===== config.mk =====
export PLATFORM = sky130hd
export DESIGN_NAME = song_header_command_parser_flat
export DESIGN_NICKNAME = d
export VERILOG_FILES = /design/src/hdl/shp_pkg.sv /design/src/hdl/shp_in_if.sv /design/src/hdl/shp_out_if.sv /design/src/hdl/song_header_command_parser.sv /design/src/hdl/shp_div.sv /design/src/flat_wrapper.sv
export SDC_FILE = /design/constraint.sdc
export NUM_CORES = 1
export LEC_CHECK = 0
export ABC_AREA = 1
export ABC_CLOCK_PERIOD_IN_PS = 6100
export CAP_MARGIN = 40
export CORE_MARGIN = 2
export CORE_UTILIZATION = 68
export CTS_CLUSTER_SIZE = 24
export DETAILED_ROUTE_END_ITERATION = 10
export DONT_BUFFER_PORTS = 1
export PLACE_DENSITY_LB_ADDON = 0.3
export SLEW_MARGIN = 20
export SYNTH_ARGS = -nofsm -noshare
export SYNTH_HDL_FRONTEND = slang
export SYNTH_SLANG_ARGS = --single-unit
export TNS_END_PERCENT = 10

===== constraint.sdc =====
create_clock -name i_clk -period 6.1 [get_ports i_clk]
set_clock_uncertainty 0.2 [all_clocks]
set_input_delay 0 -clock i_clk [delete_from_list [all_inputs] [get_ports i_clk]]
set_output_delay 0 -clock i_clk [all_outputs]
set_load 0.02 [all_outputs]

===== src/hdl/shp_pkg.sv =====
`timescale 1ns / 1ps
// Song header parser package: command, event and sequencer codes, constants.
// No dependencies; used by the interfaces, the divider and the top level.
package shp_pkg;

    typedef enum logic [2:0] {
        CMD_NONE  = 3'd0,
        CMD_NOTE  = 3'd1,
        CMD_CHAN  = 3'd2,
        CMD_TEMPO = 3'd3,
        CMD_VOL   = 3'd4,
        CMD_PROG  = 3'd5,
        CMD_VELO  = 3'd6
    } t_cmd;

    typedef enum logic [1:0] {
        EV_CHAN  = 2'd0,
        EV_TEMPO = 2'd1,
        EV_VELO  = 2'd2,
        EV_END   = 2'd3
    } t_event;

    typedef enum logic {
        ST_IDLE = 1'b0,
        ST_DIV  = 1'b1
    } t_state;

    typedef struct packed {
        logic busy;
        logic done;
    } t_div_stat;

    localparam int BYTE_W  = 8;
    localparam int TICKS_W = 12;
    localparam int VOL_W   = 4;

    localparam logic [TICKS_W-1:0] TICK_BASE = 12'd2400;
    localparam int                 DIV_STEPS = TICKS_W;

    localparam logic [BYTE_W-1:0] BYTE_ZERO  = 8'h00;
    localparam logic [BYTE_W-1:0] BYTE_END   = 8'hFF;
    localparam logic [BYTE_W-1:0] NOTE_MASK  = 8'h9F;
    localparam logic [BYTE_W-1:0] NOTE_LIMIT = 8'h20;

    localparam logic [BYTE_W-1:0] OP_CHAN  = 8'h80;
    localparam logic [BYTE_W-1:0] OP_TEMPO = 8'h81;
    localparam logic [BYTE_W-1:0] OP_VOL   = 8'h83;
    localparam logic [BYTE_W-1:0] OP_PROG  = 8'hC0;
    localparam logic [BYTE_W-1:0] OP_VELO  = 8'h84;

    localparam logic [BYTE_W-1:0] VEL_T0 = 8'h17;
    localparam logic [BYTE_W-1:0] VEL_T1 = 8'h27;
    localparam logic [BYTE_W-1:0] VEL_T2 = 8'h37;
    localparam logic [BYTE_W-1:0] VEL_T3 = 8'h57;
    localparam logic [BYTE_W-1:0] VEL_T4 = 8'h67;

    localparam logic [VOL_W-1:0] VB_0 = 4'd5;
    localparam logic [VOL_W-1:0] VB_1 = 4'd7;
    localparam logic [VOL_W-1:0] VB_2 = 4'd9;
    localparam logic [VOL_W-1:0] VB_3 = 4'd11;
    localparam logic [VOL_W-1:0] VB_4 = 4'd13;

endpackage


===== src/hdl/shp_in_if.sv =====
`timescale 1ns / 1ps
// Input word channel: one header byte and its first flag per word.
// Depends on shp_pkg for widths.
interface shp_in_if;
    logic                        valid;
    logic                        ready;
    logic [shp_pkg::BYTE_W-1:0]  header_byte;
    logic                        first;

    modport source (output valid, output header_byte, output first, input ready);
    modport sink   (input valid, input header_byte, input first, output ready);
endinterface


===== src/hdl/shp_out_if.sv =====
`timescale 1ns / 1ps
// Output word channel: one parsed header event per word.
// Depends on shp_pkg for the event code type and widths.
interface shp_out_if;
    logic                        valid;
    logic                        ready;
    shp_pkg::t_event             event_code;
    logic [shp_pkg::BYTE_W-1:0]  value;
    logic [shp_pkg::TICKS_W-1:0] ticks_per_beat;
    logic                        tempo_zero;
    logic [shp_pkg::VOL_W-1:0]   volume_bucket;

    modport source (output valid, output event_code, output value, output ticks_per_beat,
                    output tempo_zero, output volume_bucket, input ready);
    modport sink   (input valid, input event_code, input value, input ticks_per_beat,
                    input tempo_zero, input volume_bucket, output ready);
endinterface


===== src/hdl/song_header_command_parser.sv =====
`timescale 1ns / 1ps
// Song header command parser: reads header bytes, reports channel count,
// tempo with ticks per beat, velocity bucket and header end.
// Depends on shp_pkg, shp_in_if, shp_out_if and shp_div.
//
// Usage:
//   i_in is the byte channel (header_byte, first), o_out the event channel.
//   A word moves when valid and ready are both high at a rising edge.
//   An event from any byte but a nonzero tempo lands in the output
//   register the cycle after its byte is taken.
//   The last byte of a tempo record with a nonzero tempo starts the
//   restoring divider, which makes one quotient bit per cycle; its event
//   is loaded once the divider is done and the output register is free,
//   and no byte is taken meanwhile.
//   The output register holds one event. A byte is taken while it is
//   empty or being read in the same cycle; when the receiver stalls with
//   an event held, i_in.ready stays low and the event holds steady.
//   Reset (i_rst_n low at a clock edge) drops any header in progress,
//   clears the held volume bucket and empties the output register.
module song_header_command_parser (
    input  logic i_clk,
    input  logic i_rst_n,
    shp_in_if.sink    i_in,
    shp_out_if.source o_out
);
    shp_pkg::t_state             r_state, n_state;
    logic                        r_active, n_active;
    logic                        r_at_first, n_at_first;
    shp_pkg::t_cmd               r_cmd, n_cmd;
    logic [1:0]                  r_pos, n_pos;
    logic [shp_pkg::VOL_W-1:0]   r_vol, n_vol;
    logic [shp_pkg::BYTE_W-1:0]  r_tempo;

    logic                        r_o_valid;
    shp_pkg::t_event             r_o_code;
    logic [shp_pkg::BYTE_W-1:0]  r_o_value;
    logic [shp_pkg::TICKS_W-1:0] r_o_ticks;
    logic                        r_o_tz;
    logic [shp_pkg::VOL_W-1:0]   r_o_vol;

    logic                        w_ready;
    logic                        w_accept;
    logic                        w_slot_free;
    logic                        w_emit;
    logic                        w_div;
    shp_pkg::t_event             w_code;
    logic [shp_pkg::BYTE_W-1:0]  w_value;
    logic                        w_tz;
    shp_pkg::t_cmd               w_cmd_was;
    logic [1:0]                  w_pos_inc;
    logic                        w_last;
    logic                        w_skip;
    logic [shp_pkg::BYTE_W-1:0]  w_masked;
    logic [shp_pkg::BYTE_W-1:0]  w_b;
    logic                        w_load_step;
    logic                        w_load_div;
    logic                        w_div_start;
    logic [shp_pkg::TICKS_W-1:0] w_quot;
    shp_pkg::t_div_stat          w_div_stat;

    assign w_b         = i_in.header_byte;
    assign w_slot_free = !r_o_valid || o_out.ready;
    assign w_accept    = i_in.valid && w_ready;
    assign w_masked    = w_b & shp_pkg::NOTE_MASK;

    // Parse one byte against the held record state.
    always_comb begin
        n_active   = r_active;
        n_at_first = r_at_first;
        n_cmd      = r_cmd;
        n_pos      = r_pos;
        n_vol      = r_vol;
        w_emit     = 1'b0;
        w_div      = 1'b0;
        w_code     = shp_pkg::EV_END;
        w_value    = '0;
        w_tz       = 1'b0;
        w_cmd_was  = shp_pkg::CMD_NONE;
        w_pos_inc  = '0;
        w_last     = 1'b0;
        w_skip     = 1'b0;
        if (i_in.first) begin
            n_active   = 1'b1;
            n_at_first = 1'b1;
            n_cmd      = shp_pkg::CMD_NONE;
            n_pos      = '0;
        end
        if (n_active) begin
            if (n_cmd != shp_pkg::CMD_NONE) begin
                w_cmd_was = n_cmd;
                w_pos_inc = n_pos + 2'd1;
                if (w_cmd_was == shp_pkg::CMD_TEMPO || w_cmd_was == shp_pkg::CMD_VOL) begin
                    w_last = (w_pos_inc >= 2'd1);
                end else begin
                    w_last = (w_pos_inc >= 2'd2);
                end
                if (!w_last) begin
                    n_pos = w_pos_inc;
                end else begin
                    n_cmd = shp_pkg::CMD_NONE;
                    n_pos = '0;
                    case (w_cmd_was)
                        shp_pkg::CMD_CHAN: begin
                            w_emit  = 1'b1;
                            w_code  = shp_pkg::EV_CHAN;
                            w_value = w_b;
                        end
                        shp_pkg::CMD_TEMPO: begin
                            w_emit = 1'b1;
                            w_code = shp_pkg::EV_TEMPO;
                            if (w_b == shp_pkg::BYTE_ZERO) begin
                                w_tz = 1'b1;
                            end else begin
                                w_value = w_b;
                                w_div   = 1'b1;
                            end
                        end
                        shp_pkg::CMD_VELO: begin
                            w_emit  = 1'b1;
                            w_code  = shp_pkg::EV_VELO;
                            w_value = w_b;
                            if (w_b < shp_pkg::VEL_T0) begin
                                n_vol = shp_pkg::VB_0;
                            end else if (w_b < shp_pkg::VEL_T1) begin
                                n_vol = shp_pkg::VB_1;
                            end else if (w_b < shp_pkg::VEL_T2) begin
                                n_vol = shp_pkg::VB_2;
                            end else if (w_b < shp_pkg::VEL_T3) begin
                                n_vol = shp_pkg::VB_3;
                            end else if (w_b < shp_pkg::VEL_T4) begin
                                n_vol = shp_pkg::VB_4;
                            end
                        end
                        default: begin
                            w_emit = 1'b0;
                        end
                    endcase
                end
            end else begin
                if (n_at_first) begin
                    n_at_first = 1'b0;
                    w_skip     = (w_b == shp_pkg::BYTE_ZERO);
                end
                if (!w_skip) begin
                    if (w_b == shp_pkg::BYTE_ZERO || w_b == shp_pkg::BYTE_END) begin
                        n_active = 1'b0;
                        n_cmd    = shp_pkg::CMD_NONE;
                        n_pos    = '0;
                        w_emit   = 1'b1;
                        w_code   = shp_pkg::EV_END;
                    end else begin
                        n_pos = '0;
                        if (w_masked != shp_pkg::BYTE_ZERO && w_masked < shp_pkg::NOTE_LIMIT) begin
                            n_cmd = shp_pkg::CMD_NOTE;
                        end else if (w_b == shp_pkg::OP_CHAN) begin
                            n_cmd = shp_pkg::CMD_CHAN;
                        end else if (w_b == shp_pkg::OP_TEMPO) begin
                            n_cmd = shp_pkg::CMD_TEMPO;
                        end else if (w_b == shp_pkg::OP_VOL) begin
                            n_cmd = shp_pkg::CMD_VOL;
                        end else if (w_b == shp_pkg::OP_PROG) begin
                            n_cmd = shp_pkg::CMD_PROG;
                        end else if (w_b == shp_pkg::OP_VELO) begin
                            n_cmd = shp_pkg::CMD_VELO;
                        end else begin
                            n_cmd = shp_pkg::CMD_NONE;
                        end
                    end
                end
            end
        end
    end

    // Sequencer next state.
    always_comb begin
        n_state = r_state;
        case (r_state)
            shp_pkg::ST_IDLE: begin
                if (w_accept && w_div) begin
                    n_state = shp_pkg::ST_DIV;
                end
            end
            shp_pkg::ST_DIV: begin
                if (w_div_stat.done && w_slot_free) begin
                    n_state = shp_pkg::ST_IDLE;
                end
            end
            default: begin
                n_state = shp_pkg::ST_IDLE;
            end
        endcase
    end

    // Sequencer outputs.
    always_comb begin
        w_ready     = 1'b0;
        w_load_div  = 1'b0;
        case (r_state)
            shp_pkg::ST_IDLE: begin
                w_ready = w_slot_free;
            end
            shp_pkg::ST_DIV: begin
                w_load_div = w_div_stat.done && w_slot_free;
            end
            default: begin
                w_ready = 1'b0;
            end
        endcase
    end

    assign w_div_start = w_accept && w_div;
    assign w_load_step = w_accept && w_emit && !w_div;

    shp_div u_div (
        .i_clk      (i_clk),
        .i_rst_n    (i_rst_n),
        .i_start    (w_div_start),
        .i_divisor  (w_b),
        .o_quotient (w_quot),
        .o_stat     (w_div_stat)
    );

    always_ff @(posedge i_clk) begin
        if (!i_rst_n) begin
            r_state    <= shp_pkg::ST_IDLE;
            r_active   <= 1'b0;
            r_at_first <= 1'b0;
            r_cmd      <= shp_pkg::CMD_NONE;
            r_pos      <= '0;
            r_vol      <= '0;
            r_o_valid  <= 1'b0;
        end else begin
            r_state <= n_state;
            if (w_accept) begin
                r_active   <= n_active;
                r_at_first <= n_at_first;
                r_cmd      <= n_cmd;
                r_pos      <= n_pos;
                r_vol      <= n_vol;
            end
            if (w_load_step || w_load_div) begin
                r_o_valid <= 1'b1;
            end else if (o_out.ready) begin
                r_o_valid <= 1'b0;
            end
        end
    end

    always_ff @(posedge i_clk) begin
        if (w_div_start) begin
            r_tempo <= w_b;
        end
        if (w_load_step) begin
            r_o_code  <= w_code;
            r_o_value <= w_value;
            r_o_ticks <= '0;
            r_o_tz    <= w_tz;
            r_o_vol   <= n_vol;
        end else if (w_load_div) begin
            r_o_code  <= shp_pkg::EV_TEMPO;
            r_o_value <= r_tempo;
            r_o_ticks <= w_quot;
            r_o_tz    <= 1'b0;
            r_o_vol   <= r_vol;
        end
    end

    assign i_in.ready           = w_ready;
    assign o_out.valid          = r_o_valid;
    assign o_out.event_code     = r_o_code;
    assign o_out.value          = r_o_value;
    assign o_out.ticks_per_beat = r_o_ticks;
    assign o_out.tempo_zero     = r_o_tz;
    assign o_out.volume_bucket  = r_o_vol;

    a_div_idle: assert property (@(posedge i_clk) disable iff (!i_rst_n)
        r_state == shp_pkg::ST_IDLE |-> !w_div_stat.busy)
        else $error("divider busy while sequencer idle");

    a_tz_tempo: assert property (@(posedge i_clk) disable iff (!i_rst_n)
        o_out.valid && o_out.tempo_zero |->
            o_out.event_code == shp_pkg::EV_TEMPO && o_out.ticks_per_beat == '0)
        else $error("tempo_zero outside a zero tempo event");

    a_ticks_tempo: assert property (@(posedge i_clk) disable iff (!i_rst_n)
        o_out.valid && o_out.ticks_per_beat != '0 |-> o_out.event_code == shp_pkg::EV_TEMPO)
        else $error("ticks_per_beat set outside a tempo event");

    a_pos_clear: assert property (@(posedge i_clk) disable iff (!i_rst_n)
        r_cmd == shp_pkg::CMD_NONE |-> r_pos == 2'd0)
        else $error("payload position set with no record held");
endmodule


===== src/hdl/shp_div.sv =====
`timescale 1ns / 1ps
// Restoring divider: TICK_BASE / divisor, one quotient bit per cycle.
// Depends on shp_pkg; the quotient holds until the next start.
module shp_div (
    input  logic                        i_clk,
    input  logic                        i_rst_n,
    input  logic                        i_start,
    input  logic [shp_pkg::BYTE_W-1:0]  i_divisor,
    output logic [shp_pkg::TICKS_W-1:0] o_quotient,
    output shp_pkg::t_div_stat          o_stat
);
    localparam int CNT_W = $clog2(shp_pkg::DIV_STEPS);
    localparam logic [CNT_W-1:0] CNT_LAST = CNT_W'(shp_pkg::DIV_STEPS - 1);

    logic                        r_busy, n_busy;
    logic                        r_done, n_done;
    logic [CNT_W-1:0]            r_cnt, n_cnt;
    logic [shp_pkg::TICKS_W-1:0] r_work, n_work;
    logic [shp_pkg::BYTE_W-1:0]  r_rem, n_rem;
    logic [shp_pkg::BYTE_W-1:0]  r_div, n_div;
    logic [shp_pkg::BYTE_W:0]    w_trial;
    logic [shp_pkg::BYTE_W:0]    w_diff;
    logic                        w_ge;

    assign w_trial = {r_rem, r_work[shp_pkg::TICKS_W-1]};
    assign w_diff  = w_trial - {1'b0, r_div};
    assign w_ge    = (w_trial >= {1'b0, r_div});

    always_comb begin
        n_busy = r_busy;
        n_done = r_done;
        n_cnt  = r_cnt;
        n_work = r_work;
        n_rem  = r_rem;
        n_div  = r_div;
        if (i_start) begin
            n_busy = 1'b1;
            n_done = 1'b0;
            n_cnt  = '0;
            n_work = shp_pkg::TICK_BASE;
            n_rem  = '0;
            n_div  = i_divisor;
        end else if (r_busy) begin
            n_rem  = w_ge ? w_diff[shp_pkg::BYTE_W-1:0] : w_trial[shp_pkg::BYTE_W-1:0];
            n_work = {r_work[shp_pkg::TICKS_W-2:0], w_ge};
            n_cnt  = r_cnt + 1'b1;
            if (r_cnt == CNT_LAST) begin
                n_busy = 1'b0;
                n_done = 1'b1;
            end
        end
    end

    always_ff @(posedge i_clk) begin
        if (!i_rst_n) begin
            r_busy <= 1'b0;
            r_done <= 1'b0;
            r_cnt  <= '0;
        end else begin
            r_busy <= n_busy;
            r_done <= n_done;
            r_cnt  <= n_cnt;
        end
        r_work <= n_work;
        r_rem  <= n_rem;
        r_div  <= n_div;
    end

    assign o_quotient  = r_work;
    assign o_stat.busy = r_busy;
    assign o_stat.done = r_done;
endmodule


===== src/flat_wrapper.sv =====
// flat-port wrapper written by rule: the top's interface ports become plain ports
module song_header_command_parser_flat 
  (i_clk, i_rst_n, i_in_valid, i_in_header_byte, i_in_first, i_in_ready, o_out_valid, o_out_event_code, o_out_value, o_out_ticks_per_beat, o_out_tempo_zero, o_out_volume_bucket, o_out_ready);
  shp_in_if i_in_i ();
  shp_out_if o_out_i ();
  input  logic i_clk;
  input  logic i_rst_n;
  input wire logic [$bits(i_in_i.valid)-1:0] i_in_valid;
  input wire logic [$bits(i_in_i.header_byte)-1:0] i_in_header_byte;
  input wire logic [$bits(i_in_i.first)-1:0] i_in_first;
  output wire logic [$bits(i_in_i.ready)-1:0] i_in_ready;
  output wire logic [$bits(o_out_i.valid)-1:0] o_out_valid;
  output wire logic [$bits(o_out_i.event_code)-1:0] o_out_event_code;
  output wire logic [$bits(o_out_i.value)-1:0] o_out_value;
  output wire logic [$bits(o_out_i.ticks_per_beat)-1:0] o_out_ticks_per_beat;
  output wire logic [$bits(o_out_i.tempo_zero)-1:0] o_out_tempo_zero;
  output wire logic [$bits(o_out_i.volume_bucket)-1:0] o_out_volume_bucket;
  input wire logic [$bits(o_out_i.ready)-1:0] o_out_ready;
  assign i_in_i.valid = i_in_valid;
  assign i_in_i.header_byte = i_in_header_byte;
  assign i_in_i.first = i_in_first;
  assign i_in_ready = i_in_i.ready;
  assign o_out_valid = o_out_i.valid;
  assign o_out_event_code = o_out_i.event_code;
  assign o_out_value = o_out_i.value;
  assign o_out_ticks_per_beat = o_out_i.ticks_per_beat;
  assign o_out_tempo_zero = o_out_i.tempo_zero;
  assign o_out_volume_bucket = o_out_i.volume_bucket;
  assign o_out_i.ready = o_out_ready;
  song_header_command_parser u_core (.i_clk(i_clk), .i_rst_n(i_rst_n), .i_in(i_in_i), .o_out(o_out_i));
endmodule

Word-level counts from Yosys, hierarchy flattened
Cells that the tools add are included.

word-level totals
  flip-flop bits (word level) = 74
  input port bits = 13
  output and inout port bits = 29
  logic and storage cells = 148

cells by class
  $add $sub $neg = 3
  magnitude comparators = 9
  equality and inequality tests = 11
  mux-type cells = 84
  bitwise operators = 2
  reductions and logical operators = 21

operators by type and width
  operator                                                                       number
  8-bit two-way mux                                                              7
  8-bit == test (second input constant)                                          6
  4-bit two-way mux                                                              11
  1-bit two-way mux                                                              41
  3-bit two-way mux                                                              12
  8-bit by 6-bit less-than comparator with 1-bit output (second input constant)  3
  2-bit two-way mux                                                              10
  8-bit by 7-bit less-than comparator with 1-bit output (second input constant)  2
  8-bit case mux with 2 select lines                                             1
  9-bit by 8-bit greater-or-equal comparator with 1-bit output                   1
  8-bit zero test                                                                1
  8-bit by 5-bit less-than comparator with 1-bit output (second input constant)  1
  8-bit nonzero test                                                             1
  8-bit subtractor                                                               1
  3-bit by 2-bit == test with 1-bit output (second input constant)               2
  3-bit == test (second input constant)                                          2
  1-bit logical AND                                                              6
  2-bit case mux with 3 select lines                                             1
  4-bit by 1-bit adder with 4-bit output (second input constant)                 1
  4-bit == test (second input constant)                                          1
  1-bit logical OR                                                               4
  2-bit nonzero test                                                             2
  2-bit OR reduction                                                             2
  3-bit nonzero test                                                             1
  other kinds (8)                                                                10

Depth between registers and ports, before layout
Gate-level depths: netlist (run 1).

  depth after elaboration = 13
  gate-level depth with buffers = 13
  gate-level depth less buffers = 13

By module
From an unflattened synthesis (run 1), not the netlist that was laid out.

unflattened totals
  cells, all modules = 541
  area total of the unflattened synthesis = 4191.5 um^2

by module, submodules not included
  module                      instances  cells an instance  area an instance (um^2)  sequential area each (um^2)
  song_header_command_parser  1          308                2424.8                   1191.1
  shp_div                     1          233                1766.7                   760.7

Worst setup path before layout (run 1)
Ideal clock, no wire load.

  path type = reg2reg
  from = register u_core.r_o_valid (netlist: u_core.o_out.valid)
  to = register u_core.r_o_code[0] (netlist: u_core.o_out.event_code[0]) (enable)
  setup time = 0.366 ns
  arrival = 1.794 ns
  required time = 5.534 ns
  setup slack = 3.739 ns
  stages on the path, launching flop included = 9
  period minus slack after synthesis = 2.361 ns
  path through = dfxtp_1 nand2_2 inv_1 nor2_2 nand2_2 nor2_1 nand3_4 buf_2 nand2_1

between the ends
  cells in the longest elaborated chain, start to end = 7
  elaborated cells on any way between the ends = 9
  those cells by class = mux (2); reduce/logical (7)

RTL lines
  what                                 line                               text
  start, declared                      song_header_command_parser.sv:34   logic r_o_valid;
  start signal, assigned               song_header_command_parser.sv:231  r_o_valid <= 1'b0;
  start signal, assigned               song_header_command_parser.sv:242  r_o_valid <= 1'b1;
  start signal, assigned               song_header_command_parser.sv:244  r_o_valid <= 1'b0;
  1-bit zero test                      song_header_command_parser.sv:62   assign w_slot_free = !r_o_valid || o_out.ready;
  1-bit logical OR                     song_header_command_parser.sv:62
  1-bit two-way mux                    song_header_command_parser.sv:198  case (r_state)
  via i_in_ready                       flat_wrapper.sv:11                 output wire logic [$bits(i_in_i.ready)-1:0] i_in_ready;
  1-bit logical AND                    song_header_command_parser.sv:63   assign w_accept = i_in.valid && w_ready;
  1-bit logical AND (2 in series)      song_header_command_parser.sv:212  assign w_load_step = w_accept && w_emit && !w_div;
  2-bit nonzero test (no source line)  n/a
  end signal, assigned                 song_header_command_parser.sv:254  r_o_code <= w_code;
  end signal, assigned                 song_header_command_parser.sv:260  r_o_code <= shp_pkg::EV_TEMPO;
  end, declared                        song_header_command_parser.sv:35   shp_pkg::t_event r_o_code;

The timed path passes the listed nets, and every way through them passes these cells.
A chain may end at the register's enable or synchronous reset.

Worst setup path after layout (run 1)
  from = register u_core.r_o_valid (netlist: u_core.o_out.valid)
  to = register u_core.r_o_value (netlist bit u_core.o_out.value[4]) (enable)

between the ends
  cells in the longest elaborated chain, start to end = 7
  elaborated cells on any way between the ends = 9
  those cells by class = mux (2); reduce/logical (7)

RTL lines
  what                                 line                               text
  1-bit zero test                      song_header_command_parser.sv:62
  1-bit logical OR                     song_header_command_parser.sv:62
  1-bit two-way mux                    song_header_command_parser.sv:198
  via i_in_ready                       flat_wrapper.sv:11
  1-bit logical AND                    song_header_command_parser.sv:63
  1-bit logical AND (2 in series)      song_header_command_parser.sv:212
  2-bit nonzero test (no source line)  n/a
  end signal, assigned                 song_header_command_parser.sv:255  r_o_value <= w_value;
  end signal, assigned                 song_header_command_parser.sv:261  r_o_value <= r_tempo;
  end, declared                        song_header_command_parser.sv:36   logic [shp_pkg::BYTE_W-1:0] r_o_value;

The timed path passes the listed nets, and every way through them passes these cells.

==> metrics, run 1 <==
status finished, final reports clean; placed cell area 4060 um2; core area 5850 um2; Total GRT Usage 0.300; Worst EP required 5890 ps; number of CTS-inserted buffers 9; Final Hold Viols 0; initial antenna violation count 0; Site Rows 28; htree depth 3; Yosys warning count 0; Clock transition at path regs 80 ps; Slew HR 0.540; CP Launch Type register; vias per std cell 5.84; Root Driver clkbuf_8; post-DP HPWL 6510 um; clk sinks 74; RSZ-0062 raised after global routing false; clock power share 0.369; post-synthesis register bit count 74; setup violators final 0; CP max stage delay 540 ps; Sw Share 0.290; Layout Nets 581; Starting Density 0.694; Worst R2R Setup Slack 3220 ps; later-pin clock latency in the skew report 360 ps; Mapped Avg Cell Area 7.38 um2; Die Height 81.2 um; Total Routed Length 9300 um; GPL Wtd Cong 0.921; pin count of the biggest net entering global routing 35; DR pass1 iterations 7; CP Class reg2reg; sequential share of power 0.498; syn_nets 574; ant diodes 0; Combinational Power Share 0.133; I/O Pins 42; worst-margin pin slew 690 ps; Post-synth ARST share 0; # DRC 0; # port buffers 0; period utilisation layout 0.473; Post-Synthesis Cell Area 4060 um2; WP buf/inv 1; Post-Layout Cell Count 637; DR vias 3,722; max-cap viol count 0; post-route ant nets 0; CTS tree built; number of flops mapped to enable cells by yosys 23; vias in the first global route 3,365; maximum vdd ir drop 170 uV; TNS Setup 0 ps; Worst Path Max Fanout 20; design area 4400 um2; Critical Path Sink Type register; drt wl/cell 14.6 um; cell-internal power 777 uW; layout cells sized above 1 0.101; placed cell count 608; FMAX 347 MHz; Hold Crit Class in2reg; die width 81.2 um; post-synth cell types 35; Remaining Overflow, GRT 0; met2 wire length 4530 um; DRT met1 WL 3880 um; Top Metal Used met4; Max clock buf depth 2; total power divided by cell area 249 nW/um2; critical path, cell by cell nand2_2, inv_1, nor2_2, nand2_2, nor2_1, nand3_4, nand2_1; Lkg Pwr 0.00201 uW; Synth Instances 550; crit-path most repeated cell nand2_2; pins over their slew limit 0; Psw 318 uW; CP delay by family, top simple AND/OR/NAND/NOR gates; WL met3 564 um; Top FF cell, synth dfxtp_1; DR iter-0 viols 274; post-synthesis sequential area ratio 0.422; Final min period 2880 ps; Post-CTS Resized 0; slowest cell on the critical path nand2_1; first-pass GRT wire length 15,000 um; Area Growth Syn to Fin 8.39%; Critical Path AT 2670 ps; die area 6600 um2
routing by layer:
metal | up-vias | GRT usage
met4 | 0 | 0.151
li1 | 1808 | -
met5 | - | 0
met1 | 1737 | 0.363
met3 | 37 | 0.0800
met2 | 140 | 0.492
layout by cell type (no fill, tap or decap), drive strengths merged:
cell	netlist	routed
xnor2	3	3
dlygate4sd3	0	13
o21bai	1	1
nand3b	4	4
bufinv	0	1
a21oi	31	31
fa	1	1
nor2	40	40
dfxtp	51	51
o211ai	7	7
inv	81	86
xor2	3	3
nor3	2	2
a31oi	3	3
nand3	45	45
or2	2	2
nand4	25	25
clkinv	2	2
clkbuf	11	9
clkinvlp	0	1
edfxtp	23	23
o21ai	29	29
buf	7	1
nand2	167	167
ha	10	10
o21a	2	2
worst reg2reg max path: stages, from the launching register on:
cell and delay, ps:
dfxtp_1 390, nand2_2 250, inv_1 110, nor2_2 290
nand2_2 240, nor2_1 270, nand3_4 240, nand2_1 540
Yosys cell counts (4+ instances only):
library cell / n / area (um2)
ha_1: 10 / 125
nor2_2: 8 / 50.1
nand4_1: 25 / 156
o211ai_1: 7 / 52.6
nand2_2: 9 / 56.3
nand3b_1: 4 / 30.0
dfxtp_1: 51 / 1020
inv_2: 4 / 15.0
o21ai_0: 28 / 140
nor2_1: 29 / 109
nand3_1: 43 / 215
a21oi_1: 22 / 110
a21oi_2: 9 / 78.8
edfxtp_1: 23 / 691
buf_2: 4 / 20.0
inv_1: 76 / 285
nand2_1: 157 / 589
clkbuf_1: 11 / 41.3
power by group through the flow:
stage                     clock [uW]  combinational (uW)  sequential [uW]
final                            404                 146              546
after floorplan                    0                 108              551
after detailed placement           0                 129              556
after CTS                        407                 143              545
after global routing             431                 165              548
after global placement             0                 124              555
repair_timing:
action | in CTS | in global routing
hold buffers | 13 | 0
endpoints found under the hold margin | 64 | 0
buffers inserted | 0 | 0
final timing paths:
path                                           from               endpoint  cells past startpoint
worst max register to register   u_core.o_out.valid  u_core.o_out.value[4]                      7
worst max-delay path             u_core.o_out.valid  u_core.o_out.value[4]                      7
worst min-delay path            i_in_header_byte[0]        u_core.r_active                      7
worst min register to register      u_core.r_vol[0]        u_core.r_vol[0]                      2
registers in the layout, summed over array words and instances (netlist names), 3 cells and up:
register,flops
u_core.o_out.value,8
u_core.r_tempo,8
u_core.u_div.r_cnt,4
u_core.u_div.r_rem,8
u_core.r_vol,4
u_core.o_out.ticks_per_beat,12
u_core.o_out.volume_bucket,4
u_core.r_cmd,3
u_core.u_div.o_quotient,12
logic make-up (layout without fill, tap and decap cells):
| kind of cell | after synthesis | in the layout | synth area share |
|---|---|---|---|
| xor+xnor | 6 | 6 | 0.0130 |
| simple gates | 285 | 285 | 0.321 |
| buf+inv | 101 | 113 | 0.102 |
| flops | 74 | 74 | 0.422 |
| fa+ha+maj | 11 | 11 | 0.0358 |
| compound gates | 73 | 73 | 0.106 |
area by class of cell:
class | count | area (um2)
Clock buffer | 9 | 124
Clock inverter | 7 | 83.8
Fill cell | 434 | 1450
Inverter | 83 | 317
Multi-Input combinational cell | 375 | 1930
Sequential cell | 74 | 1710
Tap cell | 75 | 93.8
Timing Repair Buffer | 14 | 138
through the flow:
step | power [uW] | setup WS, ps | utilization | hold slack, ps
2_1_floorplan | 659 | 3740 | - | -101
6_report | 1100 | 3220 | 0.752 | 53.5
3_5_place_dp | 685 | 3280 | 0.694 | -101
4_1_cts | 1090 | 3250 | 0.752 | 2.09
3_3_place_gp | 679 | 3340 | 0.694 | -101
5_1_grt | 1140 | 2990 | 0.752 | 74.2
No activity file was read; power rests on OpenSTA's default activity.
==> run 2: changes to the inputs <==
ABC_CLOCK_PERIOD_IN_PS = 2750   (was 6100)
CORE_UTILIZATION = 64   (was 68)
clock period = 2.75 ns   (was 6.1 ns; I/O delays follow)
==> metrics, run 2 (synthesis results as in run 1) <==
post-CTS setup buffers 0; ant diodes 0; first-pass GRT wire length 15,100 um; CP Class reg2reg; htree depth 3; Critical Path AT 2590 ps; vias in the first global route 3,359; post-route ant nets 0; Hold Crit Class in2reg; slowest cell on the critical path dlygate4sd3_1; pin count of the biggest net entering global routing 34; core area 6240 um2; period utilisation layout 0.919; TNS Setup 0 ps; status finished, final reports clean; critical path, cell by cell inv_1, nor2_1, ha_1, inv_1, nand3_1, nand3_1, nand2_2, nand3_4, buf_6, nand3_1, nand2_1, dlygate4sd3_1, inv_1; fillers 518; Worst Path Max Fanout 19; setup violators final 0; Max clock buf depth 2; Starting Density 0.650; RSZ-0062 raised after global routing false; Root Driver clkbuf_8; Clock transition at path regs 90 ps; Final min period 2530 ps; CP delay by family, top buffers and inverters; GPL Wtd Cong 0.965; Die Height 83.6 um; Total Routed Length 9110 um; DR vias 3,585; Lkg Pwr 0.00205 uW; Layout Nets 588; clk sinks 74; pins over their slew limit 0; Remaining Overflow, GRT 0; FMAX 396 MHz; CP Launch Type register; CTS tree built; initial antenna violation count 0; drt wl/cell 14.1 um; number of CTS-inserted buffers 9; Slew HR 0.589; worst-margin pin slew 616 ps; # port buffers 0; later-pin clock latency in the skew report 350 ps; total power divided by cell area 544 nW/um2; Total GRT Usage 0.268; vias per std cell 5.55; CP max stage delay 540 ps; maximum vdd ir drop 414 uV; WP buf/inv 5; max-cap viol count 0; # DRC 0; DR pass1 iterations 5; post-DP HPWL 6480 um; DR iter-0 viols 204; commonest non-fill, non-tap cell in the layout nand2_1; Area Growth Syn to Fin 9.87%; Worst EP required 2810 ps; Post-Layout Cell Count 646; I/O Pins 42; commonest non-fill, non-tap cells in the layout 157 x nand2_1, 76 x inv_1, 51 x dfxtp_1; Critical Path Sink Type register; die width 83.6 um; placed cell count 616; layout cells sized above 1 0.112; Site Rows 29; Final Hold Viols 0; die area 6990 um2
## run 2: changes by cell type in the layout (fill, tap and decap cells not counted)
| cell | delta |
|---|---|
| nor2_1 | -1 |
| nor2_2 | +1 |
| buf_6 | +1 |
| dlygate4sd3_1 | +1 |
| buf_4 | +5 |
| clkinvlp_4 | -1 |
| inv_8 | -2 |
| inv_6 | +3 |
## run 2: final cells by class
cell class	count	area, um2	share of cell area
Sequential cell	74	1710	0.384
Clock inverter	7	80.1	0.0180
Inverter	83	317	0.0710
Timing Repair Buffer	21	196	0.0441
Multi-Input combinational cell	375	1930	0.434
Clock buffer	9	124	0.0278
Tap cell	77	96.3	0.0216
## run 2: worst register-to-register path: stages (launching register included)
cell and delay (ps):
dfxtp_1 330, inv_1 40, nor2_1 170, ha_1 300, inv_1 70, nand3_1 110, nand3_1 130, nand2_2 80
nand3_4 60, buf_6 180, nand3_1 110, nand2_1 70, dlygate4sd3_1 540, inv_1 40
## run 2: report_power, final
group          leakage (uW)  switching [uW]  internal [uW]
clock network      0.000106             458            436
logic               0.00131             201            119
registers          0.000633            42.5           1170
total               0.00205             702           1720
## run 2: stage by stage
stage | util | area (um2) | total power [uW] | setup WS, ps | hold slack, ps
floorplan | - | 4060 | 1460 | 389 | -101
global placement | 0.658 | 4110 | 1510 | 461 | -101
detailed placement | 0.658 | 4110 | 1520 | 385 | -101
CTS | 0.713 | 4450 | 2430 | 143 | 0.525
global route | 0.714 | 4460 | 2530 | 41.4 | 48.8
finish | 0.714 | 4460 | 2430 | 222 | 1.65
## run 2: metal layers
layer  GRT usage  vias up  wire length [um]
met1       0.329     1632              3850
met2       0.456      115              4640
met4       0.107        0               158
li1            -     1821                 -
met5           0        -                 0
met3      0.0593       17               457
## run 2: timing repair
action / CTS / global route
hold buffers: 14 / 0
hold endpoints to repair: 54 / 0
setup endpoints to repair: 0 / 1
resized for setup: 0 / 2
## run 2: worst paths after layout
path / from / endpoint / slack [ps] / cells past startpoint
setup / recovery: u_core.r_pos[0] / u_core.o_out.valid / 220 / 13
hold / removal: i_in_header_byte[0] / u_core.r_active / 2 / 7
setup reg to reg: u_core.r_pos[0] / u_core.o_out.valid / 220 / 13
hold reg to reg: u_core.r_vol[0] / u_core.r_vol[0] / 270 / 2
